**src/rtl/dtp_pkg.sv**
```systemverilog
// shared types and constants for the decimal integer token parser
// no dependencies
package dtp_pkg;

  localparam int OUT_VALUE_BITS = 64;
  localparam int POS_BITS       = 10;
  localparam int SYM_BITS       = 8;
  localparam int DIGIT_CNT_BITS = 5;
  localparam int TDATA_BITS     = 88;

  localparam logic [SYM_BITS-1:0] CH_MINUS = 8'h2d;
  localparam logic [SYM_BITS-1:0] CH_PLUS  = 8'h2b;
  localparam logic [SYM_BITS-1:0] CH_ZERO  = 8'h30;
  localparam logic [SYM_BITS-1:0] CH_NINE  = 8'h39;

  localparam logic [POS_BITS-1:0] POS_MAX = '1;

  typedef enum logic [2:0] {
    ST_OK         = 3'd0,
    ST_LONE_SIGN  = 3'd1,
    ST_BAD_SYMBOL = 3'd2,
    ST_ABOVE_MAX  = 3'd3,
    ST_BELOW_MIN  = 3'd4
  } status_t;

  // end-of-token summary handed from the accumulator to the formatter
  typedef struct packed {
    logic                      lone;
    logic                      bad;
    logic                      neg;
    logic                      too_large;
    logic [OUT_VALUE_BITS-1:0] mag;
    logic [POS_BITS-1:0]       pos;
    logic [SYM_BITS-1:0]       sym;
  } tok_sum_t;

endpackage

```
**src/rtl/decimal_integer_token_parser_top.sv**
```systemverilog
// top level of the decimal integer token parser
// depends on dtp_pkg, dtp_accum and dtp_format
//
// usage:
//   input stream: one token character per beat on s_tdata, s_tlast on the
//   final character. an optional sign, leading zeros, then decimal digits.
//   output stream: one result beat per token, given for the beat with
//   s_tlast. m_tuser carries the status, m_tdata the value and, for an
//   invalid symbol, its position and the symbol itself.
//   throughput: one character per cycle while the output is not stalled, with no gaps between tokens.
//   the result of a token is registered in the accumulator stage, then in
//   the formatter and output register, once the final character is taken.
//   the multiply-by-ten and add on the running magnitude sets the cycle time.
//   reset: clears the token state and empties both stages; s_tready is high
//   from the first cycle after reset.
//   stall: while m_tvalid is high and m_tready low the whole pipe holds and
//   s_tready drops in the same cycle; nothing is lost or repeated.
module decimal_integer_token_parser_top import dtp_pkg::*; #(
  parameter int VALUE_WIDTH = 64,
  parameter int MAX_DIGITS  = 19,
  parameter int INDEX_WIDTH = 10
) (
  input  logic                  clk,
  input  logic                  rst,
  input  logic                  s_tvalid,
  output logic                  s_tready,
  input  logic [SYM_BITS-1:0]   s_tdata,   // symbol
  input  logic                  s_tlast,
  output logic                  m_tvalid,
  input  logic                  m_tready,
  output logic [TDATA_BITS-1:0] m_tdata,   // value, error_position, error_symbol, zero pad
  output logic [2:0]            m_tuser    // status
);

  logic                      en;
  logic                      beat;
  logic                      sum_valid;
  tok_sum_t                  sum;
  logic [OUT_VALUE_BITS-1:0] value;
  status_t                   status;
  logic [POS_BITS-1:0]       error_position;
  logic [SYM_BITS-1:0]       error_symbol;

  assign en       = !m_tvalid || m_tready;
  assign s_tready = en;
  assign beat     = s_tvalid && en;

  dtp_accum #(
    .VALUE_WIDTH (VALUE_WIDTH),
    .MAX_DIGITS  (MAX_DIGITS),
    .INDEX_WIDTH (INDEX_WIDTH)
  ) u_accum (
    .clk       (clk),
    .rst       (rst),
    .en        (en),
    .beat      (beat),
    .symbol    (s_tdata),
    .last      (s_tlast),
    .sum_valid (sum_valid),
    .sum       (sum)
  );

  dtp_format #(
    .VALUE_WIDTH (VALUE_WIDTH)
  ) u_format (
    .clk            (clk),
    .rst            (rst),
    .en             (en),
    .sum_valid      (sum_valid),
    .sum            (sum),
    .out_valid      (m_tvalid),
    .value          (value),
    .status         (status),
    .error_position (error_position),
    .error_symbol   (error_symbol)
  );

  assign m_tdata = {(TDATA_BITS - OUT_VALUE_BITS - POS_BITS - SYM_BITS)'(0),
                    error_symbol, error_position, value};
  assign m_tuser = status;

endmodule

```
**src/rtl/dtp_accum.sv**
```systemverilog
// per-token accumulator: digit multiply-add with limit watch, sign and bad symbol capture
// depends on dtp_pkg; emits a registered token summary on the final beat
module dtp_accum import dtp_pkg::*; #(
  parameter int VALUE_WIDTH = 64,
  parameter int MAX_DIGITS  = 19,
  parameter int INDEX_WIDTH = 10
) (
  input  logic                clk,
  input  logic                rst,
  input  logic                en,
  input  logic                beat,
  input  logic [SYM_BITS-1:0] symbol,
  input  logic                last,
  output logic                sum_valid,
  output tok_sum_t            sum
);

  localparam int PW = VALUE_WIDTH + 4;
  localparam int EW = (INDEX_WIDTH > POS_BITS) ? INDEX_WIDTH : POS_BITS;
  localparam logic [PW-1:0] LIMIT_P = PW'(1) << (VALUE_WIDTH - 1);
  localparam logic [DIGIT_CNT_BITS-1:0] DIGITS_SAT = '1;

  logic [VALUE_WIDTH-1:0]    magnitude, magnitude_next;
  logic [DIGIT_CNT_BITS-1:0] significant_digits, significant_digits_next;
  logic                      too_large, too_large_next;
  logic                      negative_sign, negative_sign_next;
  logic [INDEX_WIDTH-1:0]    token_index, token_index_next;
  logic                      bad_symbol_seen, bad_symbol_seen_next;
  logic [INDEX_WIDTH-1:0]    first_bad_index, first_bad_index_next;
  logic [SYM_BITS-1:0]       first_bad_symbol, first_bad_symbol_next;

  logic                      is_sign, is_digit, sign_slot;
  logic [3:0]                digit;
  logic [DIGIT_CNT_BITS-1:0] sig_inc;
  logic [PW-1:0]             mag_x, prod;
  logic [EW-1:0]             bad_idx_ext;
  tok_sum_t                  sum_next;

  always_comb begin
    is_sign   = (symbol == CH_PLUS) || (symbol == CH_MINUS);
    is_digit  = (symbol >= CH_ZERO) && (symbol <= CH_NINE);
    sign_slot = (token_index == '0) && is_sign;
    digit     = 4'(symbol - CH_ZERO);
    sig_inc   = (significant_digits < DIGITS_SAT) ? significant_digits + 1'b1
                                                  : significant_digits;
    mag_x     = PW'(magnitude);
    prod      = (mag_x << 3) + (mag_x << 1) + PW'(digit);

    magnitude_next          = magnitude;
    significant_digits_next = significant_digits;
    too_large_next          = too_large;
    negative_sign_next      = negative_sign;
    bad_symbol_seen_next    = bad_symbol_seen;
    first_bad_index_next    = first_bad_index;
    first_bad_symbol_next   = first_bad_symbol;
    token_index_next        = (token_index != '1) ? token_index + 1'b1 : token_index;

    if (sign_slot) begin
      negative_sign_next = (symbol == CH_MINUS);
    end else if (is_digit) begin
      // leading zeros are dropped
      if (!bad_symbol_seen && !(significant_digits == '0 && digit == 4'd0)) begin
        significant_digits_next = sig_inc;
        if (sig_inc > DIGIT_CNT_BITS'(MAX_DIGITS)) begin
          too_large_next = 1'b1;
        end else if (!too_large) begin
          if (prod > LIMIT_P) begin
            too_large_next = 1'b1;
          end else begin
            magnitude_next = prod[VALUE_WIDTH-1:0];
          end
        end
      end
    end else if (!bad_symbol_seen) begin
      bad_symbol_seen_next  = 1'b1;
      first_bad_index_next  = token_index;
      first_bad_symbol_next = symbol;
    end

    bad_idx_ext        = EW'(first_bad_index_next);
    sum_next.lone      = sign_slot && last;
    sum_next.bad       = bad_symbol_seen_next;
    sum_next.neg       = negative_sign_next;
    sum_next.too_large = too_large_next;
    sum_next.mag       = OUT_VALUE_BITS'(magnitude_next);
    sum_next.pos       = (bad_idx_ext > EW'(POS_MAX)) ? POS_MAX : bad_idx_ext[POS_BITS-1:0];
    sum_next.sym       = first_bad_symbol_next;
  end

  always_ff @(posedge clk) begin
    if (rst || (beat && last)) begin
      magnitude          <= '0;
      significant_digits <= '0;
      too_large          <= 1'b0;
      negative_sign      <= 1'b0;
      token_index        <= '0;
      bad_symbol_seen    <= 1'b0;
      first_bad_index    <= '0;
      first_bad_symbol   <= '0;
    end else if (beat) begin
      magnitude          <= magnitude_next;
      significant_digits <= significant_digits_next;
      too_large          <= too_large_next;
      negative_sign      <= negative_sign_next;
      token_index        <= token_index_next;
      bad_symbol_seen    <= bad_symbol_seen_next;
      first_bad_index    <= first_bad_index_next;
      first_bad_symbol   <= first_bad_symbol_next;
    end
  end

  always_ff @(posedge clk) begin
    if (rst) begin
      sum_valid <= 1'b0;
    end else if (en) begin
      sum_valid <= beat && last;
    end
  end

  always_ff @(posedge clk) begin
    if (en) begin
      sum <= sum_next;
    end
  end

endmodule

```
**src/rtl/dtp_format.sv**
```systemverilog
// result formatter and output register: status decode, limit check, negation
// depends on dtp_pkg
module dtp_format import dtp_pkg::*; #(
  parameter int VALUE_WIDTH = 64
) (
  input  logic                      clk,
  input  logic                      rst,
  input  logic                      en,
  input  logic                      sum_valid,
  input  tok_sum_t                  sum,
  output logic                      out_valid,
  output logic [OUT_VALUE_BITS-1:0] value,
  output status_t                   status,
  output logic [POS_BITS-1:0]       error_position,
  output logic [SYM_BITS-1:0]       error_symbol
);

  localparam logic [OUT_VALUE_BITS-1:0] LIMIT_MAG = OUT_VALUE_BITS'(1) << (VALUE_WIDTH - 1);

  logic [OUT_VALUE_BITS-1:0] value_next;
  status_t                   status_next;
  logic [POS_BITS-1:0]       pos_next;
  logic [SYM_BITS-1:0]       sym_next;

  always_comb begin
    value_next  = '0;
    status_next = ST_OK;
    pos_next    = '0;
    sym_next    = '0;
    if (sum.lone) begin
      status_next = ST_LONE_SIGN;
    end else if (sum.bad) begin
      status_next = ST_BAD_SYMBOL;
      pos_next    = sum.pos;
      sym_next    = sum.sym;
    end else if (sum.neg) begin
      if (sum.too_large) begin
        status_next = ST_BELOW_MIN;
      end else begin
        value_next = '0 - sum.mag;
      end
    end else begin
      if (sum.too_large || (sum.mag == LIMIT_MAG)) begin
        status_next = ST_ABOVE_MAX;
      end else begin
        value_next = sum.mag;
      end
    end
  end

  always_ff @(posedge clk) begin
    if (rst) begin
      out_valid <= 1'b0;
    end else if (en) begin
      out_valid <= sum_valid;
    end
  end

  always_ff @(posedge clk) begin
    if (en) begin
      value          <= value_next;
      status         <= status_next;
      error_position <= pos_next;
      error_symbol   <= sym_next;
    end
  end

endmodule
```
**config.mk**
```make
export PLATFORM = sky130hd
export DESIGN_NAME = decimal_integer_token_parser_top
export DESIGN_NICKNAME = d
export VERILOG_FILES = /design/src/rtl/dtp_pkg.sv /design/src/rtl/decimal_integer_token_parser_top.sv /design/src/rtl/dtp_accum.sv /design/src/rtl/dtp_format.sv
export SDC_FILE = /design/constraint.sdc
export NUM_CORES = 1
export LEC_CHECK = 0
export BUFFER_PORTS_ARGS = -buffer_cell sky130_fd_sc_hd__buf_2
export CAP_MARGIN = 20
export CORE_ASPECT_RATIO = 0.7
export CORE_MARGIN = 4
export CORE_UTILIZATION = 45
export CTS_CLUSTER_SIZE = 16
export DETAILED_ROUTE_END_ITERATION = 10
export PLACE_DENSITY = 0.58
export SYNTH_ARGS = -nofsm -noshare
export SYNTH_HDL_FRONTEND = slang
export SYNTH_SLANG_ARGS = --single-unit
```
**constraint.sdc**
```tcl
create_clock -name clk -period 16.3 [get_ports clk]
set_input_delay 3.26 -clock clk [delete_from_list [all_inputs] [get_ports clk]]
set_output_delay 3.26 -clock clk [all_outputs]
set_load 0.01 [all_outputs]
```
==> metrics.csv <==
stage,metric,value,unit
run_status,outcome,"complete, no violations",
drt,num_vias,16800,
sta,worst_slew_pin_slew,1.15,ns
synth,ys_ff_latch,273,
critical_path,critical_path_required,16.63,ns
cts,clkSlewWorstSetupHoldPaths,0.06,ns
drt,drt_iter0_drc,1950,
cells_and_area,finish.instance_area,21100,um^2
drt,via_per_inst,6.21,
placed_design,place_inst,2654,
cells_and_area,instances_no_fill,2713,
synth,synth_async_sr_flop_share,0,
cts,cts-root-to-sink-buffers,3,
die,initial_core_util,0.455,
sta,timing.hold.ws,0.474,ns
cts,post_cts_resize_count,0,
sta,relSlewSlack,0.226,
synth,yosysTopAreaCellShare,0.267,
synth,synthesis.yosys.warnings,0,
global_route,number_of_antenna_violations_at_the_first_check_in_global_routing,0,
global_route,largest_net_degree_at_the_start_of_global_routing,83,
cells_and_area,antennaDiodeCount,0,
drt,met1Wirelength,31300,um
sta,setup-tns-final,0,ns
synth,leading_register_cell_type_out_of_synthesis,sky130_fd_sc_hd__edfxtp_1,
critical_path,critical_path_peak_fanout,50,
cts,insertion_delay,0.58,ns
critical_path,critical_path.endpoint_type,register,
power_and_ir_drop,max-vdd-ir-drop,85.3,uV
sta,timing.final.crit_share,0.577,
synth,synth.distinct_cells,87,
power_and_ir_drop,pwr_dens,76.8,nW/um^2
critical_path,critPathArrivalTime,9.72,ns
cts,cts_max_level,1,
power_and_ir_drop,leakage,8.66,nW
placed_design,place.gp.congestion,0.989,
drt,detailroute.wirelength.met3,6550,um
cts,cts-root-buf,sky130_fd_sc_hd__clkbuf_16,
drt,final_antenna_net_count,0,
flow_run,cap_viol_max_count,0,
drt,met2RoutedLength,22600,um
global_route,grtUsageTotal,0.257,
die,die_area,46100,um^2
drt,postRouteWirelength,61500,um
sta,unrepaired_setup_endpoints_after_global_routing,no,
synth,ys_top_cells_by_area,"sky130_fd_sc_hd__edfxtp_1, sky130_fd_sc_hd__dfxtp_1, sky130_fd_sc_hd__ha_1, sky130_fd_sc_hd__nand2_1, sky130_fd_sc_hd__mux2i_1",
cts,cts_buffer_count,31,
die,fp.dieW,255,um
synth,synthesis.area_per_instance,9.15,um^2
synth,yosysTopAreaCell,sky130_fd_sc_hd__edfxtp_1,
sta,max_freq,106,MHz
die,fp.dieH,181,um
drt,route.detailed.drc,0,
sta,worst_slack,6.90,ns
hold_path,min-delay-path-class,register to register,
sta,clock-skew-final,0.0273,ns
die,design.core.area,42300,um^2
cells_and_area,drive_above_1_share,0.134,
placed_design,placed_area,20000,um^2
die,row_count,63,
sta,post-route-min-period,9.40,ns
global_route,grt_pass1_vias,15200,
synth,synthesis.instances,2100,
cells_and_area,nNetsFinal,2283,
synth,synth-seq-area-share,0.373,
cts,cts-hold-fix-buffers,0,
cells_and_area,area_growth_syn_to_layout,9.64,%
placed_design,detailedPlacementHpwl,47800,um
die,top_level_ports,106,
critical_path,setup.worst_path.class,input pin to register,
cts,cts_tree,done,
placed_design,dp_worst_setup_slack,6.49,ns
sta,setup_viols_final,0,
placed_design,placement.io_buffers,99,
cts,cts_setup_buffers,0,
synth,mappedNetlistArea,19200,um^2
critical_path,setup.worst_path.start_class,input pin,
drt,firstDrtPassIters,5,
cts,clock-sinks,273,
drt,wl_per_cell,22.7,um
sta,report.final.hold_viol_count,0,
global_route,global_route.overflow_total,0,
sta,final_max_slew_viol_count,0,
global_route,grt_pass1_wl,92700,um
synth,synth_enable_flop_cells,171,
drt,highest_layer,met4,
[logic make-up after synthesis]
logic type / share of synthesized area
and+or+nand+nor: 0.210
AOI/OAI and AO/OA: 0.166
DFF: 0.373
muxes: 0.105
buffers and inverters: 0.0378
adders and majority gates: 0.0880
xor gates and xnor gates: 0.0196
other: 0.000195
[registers in the layout, summed over array words and instances (netlist names), 3 cells and up]
signal,cells
u_format.value,64
u_accum.sum,86
u_accum.first_bad_index,10
u_format.error_symbol,8
u_format.error_position,10
u_format.status,3
u_accum.token_index,10
u_accum.magnitude,64
u_accum.significant_digits,5
u_accum.first_bad_symbol,8
[Yosys cell counts, types with 16 or more instances]
| cell type | count |
|---|---|
| sky130_fd_sc_hd__a311oi_1 | 18 |
| sky130_fd_sc_hd__xor2_1 | 21 |
| sky130_fd_sc_hd__nor4_1 | 27 |
| sky130_fd_sc_hd__a22oi_1 | 17 |
| sky130_fd_sc_hd__inv_1 | 36 |
| sky130_fd_sc_hd__o21ai_0 | 91 |
| sky130_fd_sc_hd__nand4_1 | 46 |
| sky130_fd_sc_hd__a21o_1 | 32 |
| sky130_fd_sc_hd__edfxtp_1 | 171 |
| sky130_fd_sc_hd__dfxtp_1 | 102 |
| sky130_fd_sc_hd__xnor2_1 | 22 |
| sky130_fd_sc_hd__a21oi_1 | 134 |
| sky130_fd_sc_hd__nor3_1 | 64 |
| sky130_fd_sc_hd__nand3_1 | 47 |
| sky130_fd_sc_hd__or3_1 | 36 |
| sky130_fd_sc_hd__a31oi_1 | 28 |
| sky130_fd_sc_hd__and2_1 | 34 |
| sky130_fd_sc_hd__o211ai_1 | 17 |
| sky130_fd_sc_hd__mux2_4 | 58 |
| sky130_fd_sc_hd__nand2_1 | 259 |
| sky130_fd_sc_hd__buf_2 | 16 |
| sky130_fd_sc_hd__ha_1 | 132 |
| sky130_fd_sc_hd__clkbuf_1 | 77 |
| sky130_fd_sc_hd__mux2i_1 | 88 |
| sky130_fd_sc_hd__mux2_2 | 23 |
| sky130_fd_sc_hd__nor2_1 | 221 |
| sky130_fd_sc_hd__o21a_1 | 17 |
| sky130_fd_sc_hd__a211oi_1 | 24 |
[through the flow]
stage          power (mW)   util
2_1_floorplan       0.854      -
3_3_place_gp        0.888  0.473
3_5_place_dp        0.890  0.473
4_1_cts              1.63  0.499
5_1_grt              1.67  0.499
6_report             1.62  0.499
[cells in the final DEF, fill, tap and decap left out, types with 58 or more instances in the layout]
master / n
sky130_fd_sc_hd__nand2_1: 259
sky130_fd_sc_hd__mux2i_1: 88
sky130_fd_sc_hd__buf_2: 99
sky130_fd_sc_hd__dfxtp_1: 102
sky130_fd_sc_hd__ha_1: 132
sky130_fd_sc_hd__nor2_1: 221
sky130_fd_sc_hd__o21ai_0: 91
sky130_fd_sc_hd__edfxtp_1: 171
sky130_fd_sc_hd__mux2_4: 58
sky130_fd_sc_hd__nor3_1: 64
sky130_fd_sc_hd__a21oi_1: 133
[path summary, 6_finish.rpt]
check                                startpoint                              end  slack (ns)  cells past startpoint
max                                  s_tdata[3]        u_accum.sum[19]$_DFFE_PN_        6.90                     15
min              u_accum.sum_valid$_SDFFE_PP0N_  u_format.out_valid$_SDFFE_PP0N_        0.47                      2
max reg2reg  u_accum.magnitude[32]$_SDFFE_PP0P_        u_accum.sum[19]$_DFFE_PN_        9.07                     14
min reg2reg      u_accum.sum_valid$_SDFFE_PP0N_  u_format.out_valid$_SDFFE_PP0N_        0.47                      2
[layer usage]
| metal | vias up | GRT usage |
|---|---|---|
| li1 | 7924 | - |
| met1 | 8064 | 0.426 |
| met2 | 791 | 0.329 |
| met3 | 70 | 0.0666 |
| met4 | 0 | 0.0458 |
| met5 | - | 0 |
[cell type report]
type	count	area [um^2]
timing repair buffer	116	623
clock inverter	19	275
tap	552	691
fill	3931	21200
sequential	273	7180
clock buffer	39	806
inverter	36	140
multi-input combinational	1678	11400
[power by group]
group,internal (mW),switching (mW),total [mW]
Sequential,0.748,0.0117,0.760
Combinational,0.0385,0.0794,0.118
Clock,0.448,0.293,0.741
Total,1.23,0.384,1.62
[worst max-delay path, cell delays in order]
cell	delay, ns
sky130_fd_sc_hd__buf_2	0.16
sky130_fd_sc_hd__fa_1	0.53
sky130_fd_sc_hd__ha_1	0.34
sky130_fd_sc_hd__a211oi_1	0.40
sky130_fd_sc_hd__o21ai_1	0.28
sky130_fd_sc_hd__o21a_1	0.25
sky130_fd_sc_hd__and2_1	0.17
sky130_fd_sc_hd__nor4_1	0.48
sky130_fd_sc_hd__nand4b_1	0.22
sky130_fd_sc_hd__or4b_2	0.69
sky130_fd_sc_hd__nor4_2	0.48
sky130_fd_sc_hd__nand4_1	0.24
sky130_fd_sc_hd__o31ai_4	0.84
sky130_fd_sc_hd__buf_4	0.88
sky130_fd_sc_hd__mux2_2	0.43
(Power assumes the default switching activity.)
